[config.mk]
export PLATFORM = sky130hd
export DESIGN_NAME = ctb_ctrl
export DESIGN_NICKNAME = d
export VERILOG_FILES = /design/src/rtl/ctb_pkg.sv /design/src/rtl/ctb_ctrl.sv
export SDC_FILE = /design/constraint.sdc
export NUM_CORES = 1
export LEC_CHECK = 0
export BUFFER_PORTS_ARGS = -buffer_cell sky130_fd_sc_hd__buf_2
export CAP_MARGIN = 25
export CORE_AREA = 2 2 40 42
export CTS_CLUSTER_SIZE = 14
export DETAILED_ROUTE_END_ITERATION = 10
export DIE_AREA = 0 0 42 44
export MAX_ROUTING_LAYER = met4
export PLACE_DENSITY = 0.72
export SLEW_MARGIN = 10
export SYNTH_ARGS = -nofsm -noshare
export SYNTH_HDL_FRONTEND = slang
export SYNTH_SLANG_ARGS = --single-unit
[constraint.sdc]
create_clock -name clk -period 1.9 [get_ports clk]
set_clock_uncertainty 0.15 [all_clocks]
set_input_delay 0.19 -clock clk [delete_from_list [all_inputs] [get_ports clk]]
set_output_delay 0.19 -clock clk [all_outputs]
set_load 0.05 [all_outputs]
[src/rtl/ctb_pkg.sv]
// ----------------------------------------------------------------------------
// ctb_pkg
// Shared types and codes of the counted binary trie max-xor unit.
// ----------------------------------------------------------------------------
package ctb_pkg;

	localparam int KEY_W = 34;

	typedef logic [1:0] cmd_t;
	typedef logic [1:0] status_t;

	localparam cmd_t CMD_INSERT = 2'd0;
	localparam cmd_t CMD_REMOVE = 2'd1;
	localparam cmd_t CMD_QUERY  = 2'd2;
	localparam cmd_t CMD_CLEAR  = 2'd3;

	localparam status_t STAT_OK       = 2'd0;
	localparam status_t STAT_FULL     = 2'd1;
	localparam status_t STAT_ABSENT   = 2'd2;
	localparam status_t STAT_OVERFLOW = 2'd3;

	// controller -> datapath
	typedef struct packed {
		logic accept;
		logic dispatch;
		logic chk_issue;
		logic chk_eval;
		logic decide;
		logic mut_issue;
		logic mut_write;
		logic q_issue;
		logic q_child;
		logic q_eval;
		logic load_out;
	} ctb_ctl_t;

	// datapath -> controller
	typedef struct packed {
		cmd_t cmd;
		logic used_zero;
		logic chk_stop;
		logic go;
		logic mut_last;
		logic next_new;
		logic q_empty;
		logic q_stop;
	} ctb_sts_t;

endpackage

[src/rtl/ctb_ctrl.sv]
// ----------------------------------------------------------------------------
// ctb_ctrl
// Sequencer of the trie walks and owner of the channel handshakes.
// ----------------------------------------------------------------------------
module ctb_ctrl (
	input  logic              clk,
	input  logic              arst_n,
	input  logic              in_valid,
	output logic              in_ready,
	output logic              out_valid,
	input  logic              out_ready,
	output ctb_pkg::ctb_ctl_t ctl,
	input  ctb_pkg::ctb_sts_t sts
);
	import ctb_pkg::*;

	localparam logic [3:0] S_IDLE   = 4'd0;
	localparam logic [3:0] S_DISP   = 4'd1;
	localparam logic [3:0] S_CHK_RD = 4'd2;
	localparam logic [3:0] S_CHK_EV = 4'd3;
	localparam logic [3:0] S_DECIDE = 4'd4;
	localparam logic [3:0] S_MUT_RD = 4'd5;
	localparam logic [3:0] S_MUT_WR = 4'd6;
	localparam logic [3:0] S_Q_RD   = 4'd7;
	localparam logic [3:0] S_Q_CH   = 4'd8;
	localparam logic [3:0] S_Q_EV   = 4'd9;
	localparam logic [3:0] S_DONE   = 4'd10;

	logic [3:0] state_q, state_nx;
	logic       out_valid_q;
	logic       slot_free;

	assign slot_free = !out_valid_q || out_ready;
	assign in_ready  = (state_q == S_IDLE);
	assign out_valid = out_valid_q;

	always_comb begin
		ctl           = '0;
		ctl.accept    = (state_q == S_IDLE) && in_valid;
		ctl.dispatch  = (state_q == S_DISP);
		ctl.chk_issue = (state_q == S_CHK_RD);
		ctl.chk_eval  = (state_q == S_CHK_EV);
		ctl.decide    = (state_q == S_DECIDE);
		ctl.mut_issue = (state_q == S_MUT_RD);
		ctl.mut_write = (state_q == S_MUT_WR);
		ctl.q_issue   = (state_q == S_Q_RD);
		ctl.q_child   = (state_q == S_Q_CH);
		ctl.q_eval    = (state_q == S_Q_EV);
		ctl.load_out  = (state_q == S_DONE) && slot_free;
	end

	always_comb begin
		state_nx = state_q;
		case (state_q)
			S_IDLE: begin
				if (in_valid) state_nx = S_DISP;
			end
			S_DISP: begin
				case (sts.cmd)
					CMD_INSERT: state_nx = sts.used_zero ? S_DECIDE : S_CHK_RD;
					CMD_REMOVE: state_nx = sts.used_zero ? S_DONE : S_CHK_RD;
					CMD_QUERY:  state_nx = sts.used_zero ? S_DONE : S_Q_RD;
					default:    state_nx = S_DONE;
				endcase
			end
			S_CHK_RD: state_nx = S_CHK_EV;
			S_CHK_EV: state_nx = sts.chk_stop ? S_DECIDE : S_CHK_RD;
			S_DECIDE: begin
				if (!sts.go) state_nx = S_DONE;
				else state_nx = sts.used_zero ? S_MUT_WR : S_MUT_RD;
			end
			S_MUT_RD: state_nx = S_MUT_WR;
			S_MUT_WR: begin
				if (sts.mut_last) state_nx = S_DONE;
				else state_nx = sts.next_new ? S_MUT_WR : S_MUT_RD;
			end
			S_Q_RD: state_nx = S_Q_CH;
			S_Q_CH: state_nx = sts.q_empty ? S_DONE : S_Q_EV;
			S_Q_EV: state_nx = sts.q_stop ? S_DONE : S_Q_RD;
			S_DONE: begin
				if (slot_free) state_nx = S_IDLE;
			end
			default: state_nx = S_IDLE;
		endcase
	end

	always_ff @(posedge clk or negedge arst_n) begin
		if (!arst_n) begin
			state_q     <= S_IDLE;
			out_valid_q <= 1'b0;
		end else begin
			state_q <= state_nx;
			// hold the beat until taken, reload on a finished command
			if (ctl.load_out) out_valid_q <= 1'b1;
			else if (out_ready) out_valid_q <= 1'b0;
		end
	end

`ifndef NO_ASSERTIONS
	a_no_overwrite: assert property (@(posedge clk) disable iff (!arst_n)
		ctl.load_out |-> (!out_valid_q || out_ready))
		else $error("result overwritten while stalled");

	a_accept_dispatch: assert property (@(posedge clk) disable iff (!arst_n)
		(in_valid && in_ready) |=> (state_q == S_DISP))
		else $error("accepted beat not dispatched");

	a_result_from_done: assert property (@(posedge clk) disable iff (!arst_n)
		$rose(out_valid_q) |-> $past(state_q == S_DONE))
		else $error("result raised outside completion");
`endif
endmodule

# Word-level counts from Yosys, hierarchy flattened
# Cells that the tools add are included.
word_totals:
  ff_bits: 5
  wordCells: 40
op_classes:
  n_eq_ne: 14
  mux: 16
  n_reduce_logical: 8
ops:
  columns: ["cell", "count"]
  rows:
  - ["4-bit case mux with 11 select lines", 1]
  - ["4-bit two-way mux", 7]
  - ["4-bit by 3-bit == test with 1-bit output, second input constant", 4]
  - ["4-bit == test, second input constant", 3]
  - ["4-bit case mux with 3 select lines", 1]
  - ["4-bit by 2-bit == test with 1-bit output, second input constant", 2]
  - ["2-bit two-way mux", 3]
  - ["3-bit two-way mux", 2]
  - ["4-bit by 1-bit == test with 1-bit output, second input constant", 1]
  - ["4-bit zero test", 1]
  - ["2-bit != test, second input constant", 2]
  - ["2-bit by 1-bit == test with 1-bit output, second input constant", 1]
  - ["2-bit == test, second input constant", 1]
  - ["1-bit logical AND", 2]
  - ["2-bit zero test", 1]
  - ["1-bit two-way mux", 2]
  - ["2-bit AND reduction", 1]
  - ["2-bit nonzero test", 1]
  - ["1-bit zero test", 1]
  - ["1-bit logical OR", 1]

# Logic depth before layout (Yosys ltp)
# Gate-level depths: netlist of run 1.
depth:
  depth_word: 4
  depth_mapped: 6
  ltp_nobuf: 6

# Worst setup path after synthesis of run 1
# No wires, ideal clock.
synth_path:
  kind: "register -> output"
  startpoint: "register state_q[2]"
  endpoint: "output port ctl[10] in the netlist's numbering"
  arrival_ns: 2.762
  setup_slack_ns: -1.202
  stages_incl_launch_ff: 4
  path_buffers: 1
  path_cell_list: "dfrtp_1 -> clkbuf_1 -> nor4_1 -> and2_1"
synth_lines:
  columns: ["element", "line", "text"]
  rows:
  - ["start, declared", "ctb_ctrl.sv:29", "logic [3:0] state_q, state_nx;"]
  - ["start signal, assigned", "ctb_ctrl.sv:92", "state_q <= state_nx;"]
  - ["end, declared", "ctb_ctrl.sv:12", "output ctb_pkg::ctb_ctl_t ctl,"]

==> results of run 1 <==
## final timing paths
path                                 start         end
worst min-delay path             out_ready   out_valid
max in group asynchronous           arst_n  state_q[2]
worst max register to register  state_q[3]  state_q[0]
worst min register to register   out_valid   out_valid
min in group asynchronous           arst_n  state_q[1]
worst max-delay path            state_q[3]      ctl[9]
## power by group
group / total, mW / internal [mW] / switching [mW]
clock: 0.121 / 0.0793 / 0.0419
sequential: 0.292 / 0.156 / 0.137
combinational: 0.841 / 0.310 / 0.531
total: 1.25 / 0.545 / 0.709
## cells by family (layout without fill, tap and decap cells)
| kind of cell | Yosys count | count (layout) |
|---|---|---|
| AND/OR/NAND/NOR | 36 | 36 |
| AO/OA/AOI/OAI | 22 | 22 |
| buffers and inverters | 11 | 40 |
| flip-flops | 5 | 5 |
| adder cells (fa/ha/maj) | 4 | 4 |
| multiplexers | 1 | 1 |
## per-layer routing
layer / track usage / wire length, um / vias to the layer above
met3: 0.0292 / 66 / 0
li1: - / - / 338
met2: 0.309 / 762 / 22
met1: 0.211 / 692 / 291
met5: - / 0 / -
met4: 0.0774 / 0 / 0
## metrics by stage
stage,worst slack (ps),std cells
after floorplan,-192,79
after global placement,260,119
after detailed placement,227,119
after CTS,38.1,124
after global routing,20.0,124
final,78.2,124
## cell type report
type | count | area (um2)
inverters | 6 | 22.5
well taps | 16 | 20.0
clock buffers | 4 | 26.3
repair buffers | 30 | 170
multi-input cells | 63 | 453
fillers | 136 | 597
flip-flops and latches | 5 | 130
## repair_timing
item,4_1_cts,5_1_grt
hold endpoints to repair,5,0
endpoints found under the setup margin,1,5
resized for setup,2,5
hold buffers,1,0
## state kept, by name, indices dropped and copies added, names as in the netlist
register and cells:
state_q 4, out_valid 1
## critical path: stages (launching register included)
cell and delay (ps):
dfrtp_2 520, nor4b_4 300, buf_4 160, buf_2 260
## cell usage after synthesis, drive strengths merged
master	instances	share of area
o211ai	1	0.013
nand3b	2	0.026
o2bb2ai	1	0.015
a32oi	1	0.015
nand2	3	0.019
nand4bb	1	0.019
mux2i	1	0.017
nor2	11	0.070
a211o	1	0.015
nor4	1	0.011
o221ai	1	0.015
nor2b	2	0.021
a21boi	1	0.013
inv	6	0.038
dfrtp	5	0.21
and2	1	0.011
nor3	5	0.043
a31oi	3	0.032
clkbuf	5	0.032
nor4b	1	0.041
o21a	2	0.026
or3b	1	0.015
o21ai	6	0.051
o2111ai	1	0.015
nand2b	8	0.085
ha	4	0.085
a21oi	2	0.017
o21bai	1	0.013
a2bb2oi	1	0.015
==> out/results.tsv, run 1 <==
stage	metric	value	unit
outcome	status	complete, no violations	
drt	wirelength	1520	um
sta	report.final.hold_viol_count	0	
logic_synthesis	yosys_warnings	0	
global_route	overflow	0	
logic_synthesis	muxShareOfSynthArea	0.0171	
logic_synthesis	ys_seq_elements	5	
global_route	grt_pass1_wl	2480	um
logic_synthesis	synth_compound_area_frac	0.254	
worst_setup_path	required	1560	ps
sta	rsz0062_at_grt	false	
logic_synthesis	synth_cell_type_count	30	
worst_setup_path	crit_type	reg2out	
sta	holdWs	94.8	ps
sta	tns	0	ps
placed_design	port_buffers	25	
logic_synthesis	syn-num-nets	96	
placed_design	hpwlAfterDp	1210	um
sta	slew_headroom	0.790	
logic_synthesis	yosys.area_share.simple	0.360	
worst_setup_path	cp_data_arrival_time	1480	ps
clock_network	cts_tree	done	
clock_network	cts_made_buffers	3	
power	cellPowerDensity	1530	mW/mm2
floorplan	ioPinCount	26	
worst_setup_path	endpoint_kind	output pin	
sta	worst_pin_slew	315	ps
power	peakVddDrop	0.678	mV
final_layout	area_growth	40.1	%
power	p_total	1.25	mW
clock_network	clockBufferDepth	2	
logic_synthesis	syn_inst	79	
clock_network	clock_sinks	5	
global_route	grt_usage	0.181	
clock_network	clk_pin_slew	40	ps
clock_network	insertion_delay	240	ps
min_path	whs_path_depth	3	
clock_network	h-tree-depth	1	
worst_setup_path	critPathMaxFanout	15	
floorplan	core-area	0.00142	mm2
global_route	grt_max_degree	16	
logic_synthesis	ys_seq_area_frac	0.213	
final_layout	mostFrequentLayoutCells	buf_2, nor2_1, nand2b_1	
logic_synthesis	avgSynthCellArea	7.43	um2
final_layout	num_antenna_cells	0	
final_layout	num-nets-final	126	
worst_setup_path	startpoint_type	flop	
sta	drv_slew	0	
floorplan	die_y	44	um
drt	avgRoutedWirePerCell	12.3	um
worst_setup_path	reg2reg_slack	260	ps
global_route	antenna_found_initial	0	
logic_synthesis	syn_area	587	um2
global_route	grt_pass1_vias	602	
final_layout	finish.utilization	0.579	
power	leakage	0.396	nW
min_path	hold_class	in2reg	
drt	vias	651	
floorplan	rows	14	
sta	fin_crit	1820	ps
final_layout	final_common_cell	buf_2	
placed_design	place_area	769	um2
placed_design	gp_congestion	0.877	
floorplan	die_area	0.00185	mm2
floorplan	initial_core_util	0.414	
sta	fin_crit_sh	0.959	
clock_network	cts_root_buffer	clkbuf_4	
drt	detail_route.first_pass.iterations	4	
drt	dr.first_iter.drc_count	20	
logic_synthesis	synthAdderAreaFrac	0.0853	
final_layout	drive_above_1_share	0.380	
logic_synthesis	synth_xor_xnor_area_share	0	
clock_network	postCtsSetupBuffers	0	
logic_synthesis	synth_top_family_by_area	simple AND/OR/NAND/NOR gates	
drt	avgViaCountPerCell	5.25	
run	maxCapViolations	0	
worst_setup_path	worst-r2r-cell-count	4	
floorplan	die_x	42	um
drt	ant_nets	0	
final_layout	stdcell_area	822	um2
drt	drc	0	
sta	clock.fmax	0.549	GHz
sta	setup_viol	0	
Note: power is estimated with default switching activity, not from simulation.
==> run 2, diff against run 1 <==
- BUFFER_PORTS_ARGS: -buffer_cell sky130_fd_sc_hd__buf_2 -> -buffer_cell sky130_fd_sc_hd__buf_4
==> run 2 against run 1 <==
Utilization rose by 4.6 points. Die area did not move. Setup slack improved by 5.7 ps. Critical path type unchanged. Total power rose by 3.4%. Register-to-register slack improved by 50 ps. Flip-flop and latch count did not move. First-iteration DRC count fell by 50%.
==> out/results.tsv, run 2 (synthesized netlist as in run 1, its figures left out) <==
stage	metric	value	unit	change
power	p_int	0.588	mW	+7.8%
placed_design	place_area	832	um2	+8.1%
drt	detail_route.first_pass.iterations	4		unchanged
floorplan	rows	14		unchanged
floorplan	die_y	44	um	unchanged
worst_setup_path	critPathMaxFanout	8		-7
final_layout	nFillCells	137		+0.74%
final_layout	mostFrequentLayoutCells	buf_4, nor2_1, nand2b_1		
worst_setup_path	endpoint_kind	output pin		
clock_network	clockBufferDepth	2		unchanged
sta	setup_viol	0		unchanged
outcome	status	complete, no violations		
min_path	whs_path_depth	3		unchanged
drt	avgViaCountPerCell	5.42		+3.3%
power	swShare	0.547		-0.0187
power	cellPowerDensity	1460	mW/mm2	-4.2%
worst_setup_path	cp_data_arrival_time	1480	ps	about the same
drt	dr.first_iter.drc_count	10		-50%
power	peakVddDrop	0.950	mV	+40%
placed_design	gp_congestion	0.845		-3.6%
clock_network	cts_tree	done		
worst_setup_path	startpoint_type	flop		
sta	holdWs	97.3	ps	+2.48 ps
placed_design	hpwlAfterDp	1250	um	+3.7%
worst_setup_path	max_stage_delay	470	ps	-50 ps
run	maxCapViolations	0		unchanged
clock_network	insertion_delay	240	ps	about the same
power	clkPwrFrac	0.092		-0.005
drt	wirelength	1580	um	+3.7%
drt	avgRoutedWirePerCell	12.6	um	+2.9%
placed_design	port_buffers	25		unchanged
sta	rsz0062_at_grt	false		
power	leakage	0.415	nW	+4.9%
final_layout	largest_reg_flops	4		unchanged
sta	slew_headroom	0.763		-0.0275
power	p_sw	0.709	mW	about the same
final_layout	layout.cells.non_filler	125		+0.81%
clock_network	cts_root_buffer	clkbuf_4		
floorplan	die_area	0.00185	mm2	unchanged
final_layout	num_antenna_cells	0		unchanged
clock_network	h-tree-depth	1		unchanged
global_route	grt_pass1_vias	597		-0.83%
drt	vias	678		+4.1%
worst_setup_path	path_cells	buf_4 > nand4bb_1 > nor2b_1 > buf_6		
sta	fin_crit_sh	0.956		-0.00302
final_layout	num-nets-final	127		+0.79%
final_layout	area_growth	51.2	%	
power	p_total	1.30	mW	+3.4%
floorplan	ioPinCount	26		unchanged
worst_setup_path	path_depth	4		+1
global_route	grt_pass1_wl	2490	um	+0.52%
placed_design	placed_cells	119		unchanged
floorplan	initial_core_util	0.414		unchanged
worst_setup_path	critPathBufInv	2		unchanged
clock_network	clk_pin_slew	40	ps	about the same
clock_network	clock_sinks	5		unchanged
floorplan	core-area	0.00142	mm2	unchanged
drt	drc	0		unchanged
global_route	antenna_found_initial	0		unchanged
global_route	grt_max_degree	16		unchanged
sta	worst_pin_slew	356	ps	+41.2 ps
sta	report.final.hold_viol_count	0		unchanged
global_route	grt_usage	0.181		about the same
floorplan	die_x	42	um	unchanged
drt	ant_nets	0		unchanged
worst_setup_path	worst-r2r-cell-count	4		unchanged
sta	tns	0	ps	unchanged
sta	clock.fmax	0.551	GHz	+0.32%
min_path	hold_class	in2reg		
final_layout	regMostFlops	state_q		
sta	drv_slew	0		unchanged
global_route	overflow	0		unchanged
worst_setup_path	cp_top_family	flip-flops		
worst_setup_path	crit_type	reg2out		
final_layout	drive_above_1_share	0.376		-0.00348
final_layout	stdcell_area	887	um2	+7.9%
power	p_comb_frac	0.703		+0.033
power	pwr-share-seq	0.205		-0.028
final_layout	final_common_cell	buf_4		
worst_setup_path	required	1560	ps	about the same
sta	fin_crit	1820	ps	-5.73 ps
worst_setup_path	crit_path_top_delay_cell	dfrtp_2		
clock_network	cts_made_buffers	3		unchanged
run 2: worst paths after layout:
check	startpoint	endpoint	slack [ps]
max reg2reg	state_q[1]	state_q[0]	310
max	state_q[2]	ctl[0]	80
min	out_ready	out_valid	100
max in group asynchronous	arst_n	state_q[1]	1320
min in group asynchronous	arst_n	state_q[0]	160
min reg2reg	out_valid	out_valid	370
run 2: layer usage:
metal  vias up  track usage  wire length, um  part of all wire
li1        342            -                -                 -
met3         0       0.0417              104             0.066
met1       313        0.223              661              0.42
met2        23        0.313              812              0.51
met4         0       0.0194                0                 0
met5         -            -                0                 0
run 2: timing repair:
action / 4_1_cts / 5_1_grt
hold endpoints to repair: 5 / 0
hold buffers: 1 / 0
resized for setup: 1 / 3
setup endpoints to repair: 1 / 5
buffers inserted: 0 / 1
run 2: worst reg2reg max path, stage by stage, from the launching register on:
cell and delay [ps]:
dfrtp_2 520, nor4b_4 260, nand2b_1 100, or3b_1 350, a31oi_1 130
run 2: cell type report:
type	count	area [um2]	area share
Clock buffer	4	26.3	0.0296
Inverter	6	22.5	0.0254
Multi-Input combinational cell	63	450	0.508
Sequential cell	5	129	0.145
Tap cell	16	20.0	0.0226
Timing Repair Buffer	31	239	0.269
run 2: power groups by stage:
stage / Sequential [mW] / Clock (mW) / Combinational [mW]
6_report: 0.266 / 0.119 / 0.912
5_1_grt: 0.278 / 0.134 / 0.977
4_1_cts: 0.265 / 0.123 / 0.897
3_5_place_dp: 0.266 / 0 / 0.892
3_3_place_gp: 0.262 / 0 / 0.882
2_1_floorplan: 0.242 / 0 / 0.654
run 2: through the flow:
step	worst slack, ps	utilization
2_1_floorplan	-192	-
3_3_place_gp	265	0.586
3_5_place_dp	202	0.586
4_1_cts	0.670	0.613
5_1_grt	7.27	0.625
6_report	83.9	0.625
==> run 3, diff against run 2 <==
- REMOVE_ABC_BUFFERS: unset -> 1
==> run 3 against run 2 <==
Total power up 1.5%. First-iteration DRC count increased by 80%. Fmax rose by 0.50%. Utilization fell by 0.35 points. Critical path type unchanged. Highest routed layer unchanged.
==> out/results.tsv, run 3 (synthesized netlist as in run 1, its figures left out) <==
stage	metric	value	unit	change
outcome	status	complete, no violations		
worst_setup_path	critPathMaxFanout	7		-1
final_layout	largest_reg_flops	4		unchanged
power	p_total	1.32	mW	+1.5%
sta	layout_setup_ws	92.9	ps	+8.95 ps
final_layout	finish.utilization	0.622		-0.00353
sta	fin_crit_sh	0.951		-0.00471
final_layout	stdcell_area	882	um2	-0.56%
clock_network	insertion_delay	250	ps	about the same
placed_design	port_buffers	25		unchanged
placed_design	place_area	813	um2	-2.3%
worst_setup_path	path_cells	buf_4 > nor4_4 > and2_1 > buf_4		
power	cellPowerDensity	1490	mW/mm2	+2.1%
floorplan	rows	14		unchanged
clock_network	cts_tree	done		
sta	slew_headroom	0.812		+0.0497
sta	fin_crit	1810	ps	-8.95 ps
placed_design	gp_congestion	0.872		+3.1%
sta	drv_slew	0		unchanged
clock_network	clk_pin_slew	50	ps	about the same
global_route	grt_pass1_vias	638		+6.9%
worst_setup_path	cp_data_arrival_time	1470	ps	about the same
final_layout	num-nets-final	127		unchanged
floorplan	ioPinCount	26		unchanged
drt	avgViaCountPerCell	5.46		+0.74%
final_layout	regMostFlops	state_q		
worst_setup_path	crit_path_top_delay_cell	dfrtp_2		
sta	tns	0	ps	unchanged
drt	dr.first_iter.drc_count	18		+8
global_route	grt_usage	0.209		+0.0283
final_layout	num_antenna_cells	0		unchanged
floorplan	initial_core_util	0.414		unchanged
run	maxCapViolations	0		unchanged
worst_setup_path	endpoint_kind	output pin		
floorplan	die_area	0.00185	mm2	unchanged
min_path	hold_class	in2reg		
final_layout	final_common_cell	buf_4		
clock_network	cts_root_buffer	clkbuf_4		
global_route	antenna_found_initial	0		unchanged
worst_setup_path	required	1560	ps	about the same
drt	vias	683		+0.74%
final_layout	drive_above_1_share	0.376		unchanged
clock_network	clock_sinks	5		unchanged
floorplan	core-area	0.00142	mm2	unchanged
floorplan	die_x	42	um	unchanged
sta	clock.fmax	0.553	GHz	+0.50%
sta	report.final.hold_viol_count	0		unchanged
global_route	grt_pass1_wl	2810	um	+13%
worst_setup_path	max_stage_delay	470	ps	about the same
sta	worst_pin_slew	279	ps	-76.7 ps
power	peakVddDrop	0.721	mV	-24%
worst_setup_path	critical_path.most_common_cell	buf_4		
clock_network	clockBufferDepth	2		unchanged
worst_setup_path	reg2reg_slack	250	ps	-60 ps
final_layout	mostFrequentLayoutCells	buf_4, nor2_1, nand2b_1		
worst_setup_path	startpoint_type	flop		
drt	detail_route.first_pass.iterations	4		unchanged
global_route	grt_max_degree	13		-3
power	leakage	0.415	nW	about the same
final_layout	area_growth	50.3	%	
clock_network	h-tree-depth	1		unchanged
sta	rsz0062_at_grt	false		
drt	drc	0		unchanged
clock_network	cts_made_buffers	3		unchanged
placed_design	hpwlAfterDp	1280	um	+2.3%
sta	setup_viol	0		unchanged
drt	ant_nets	0		unchanged
drt	avgRoutedWirePerCell	12.9	um	+2.0%
worst_setup_path	crit_type	reg2out		
floorplan	die_y	44	um	unchanged
drt	wirelength	1610	um	+2.0%
global_route	overflow	0		unchanged
placed_design	dp_slack	85.1	ps	-117 ps
[run 3: final cells by class]
type                            instances  area [um2]
Clock buffer                            3        22.5
Clock inverter                          1        5.00
Fill cell                             126         537
Inverter                                6        22.5
Multi-Input combinational cell         63         448
Sequential cell                         5         129
Tap cell                               16        20.0
Timing Repair Buffer                   31         235
[run 3: path summary, 6_finish.rpt]
kind	startpoint	end	depth (start not counted)
worst max register to register	state_q[1]	state_q[0]	4
worst min-delay path	out_ready	out_valid	3
min in group asynchronous	arst_n	state_q[3]	2
max in group asynchronous	arst_n	state_q[1]	2
worst max-delay path	state_q[2]	ctl[10]	4
worst min register to register	out_valid	out_valid	2
[run 3: metal layers]
layer / wire [um] / vias up / global-route usage / part of all wire
li1: - / 343 / - / -
met1: 683 / 312 / 0.249 / 0.42
met2: 797 / 28 / 0.328 / 0.50
met3: 128 / 0 / 0.0708 / 0.080
met4: 0 / 0 / 0.0774 / 0
met5: 0 / - / - / 0
[run 3: critical path: cells and delay by family (launching register included)]
| family | cells | cell delay, ps |
|---|---|---|
| and+or+nand+nor | 2 | 370 |
| buffers and inverters | 2 | 380 |
| DFF | 1 | 470 |
[run 3: through the flow]
stage | hold WS [ps] | cells
3_5_place_dp | -157 | 120
4_1_cts | 70.4 | 125
2_1_floorplan | -256 | 74
5_1_grt | 89.0 | 125
3_3_place_gp | -155 | 120
6_report | 76.6 | 125
[run 3: where the power goes]
part	total (mW)	leakage [nW]	internal, mW	switching [mW]
Sequential	0.252	0.0605	0.154	0.0977
Combinational	0.936	0.337	0.364	0.572
Clock	0.128	0.0177	0.0766	0.0515
[run 3: what timing repair did]
item | in CTS | in global routing
buffers inserted | 0 | 0
hold buffers | 1 | 0
pin swaps | 0 | 0
endpoints found under the hold margin | 5 | 0
resized for setup | 4 | 4
setup endpoints to repair | 3 | 5
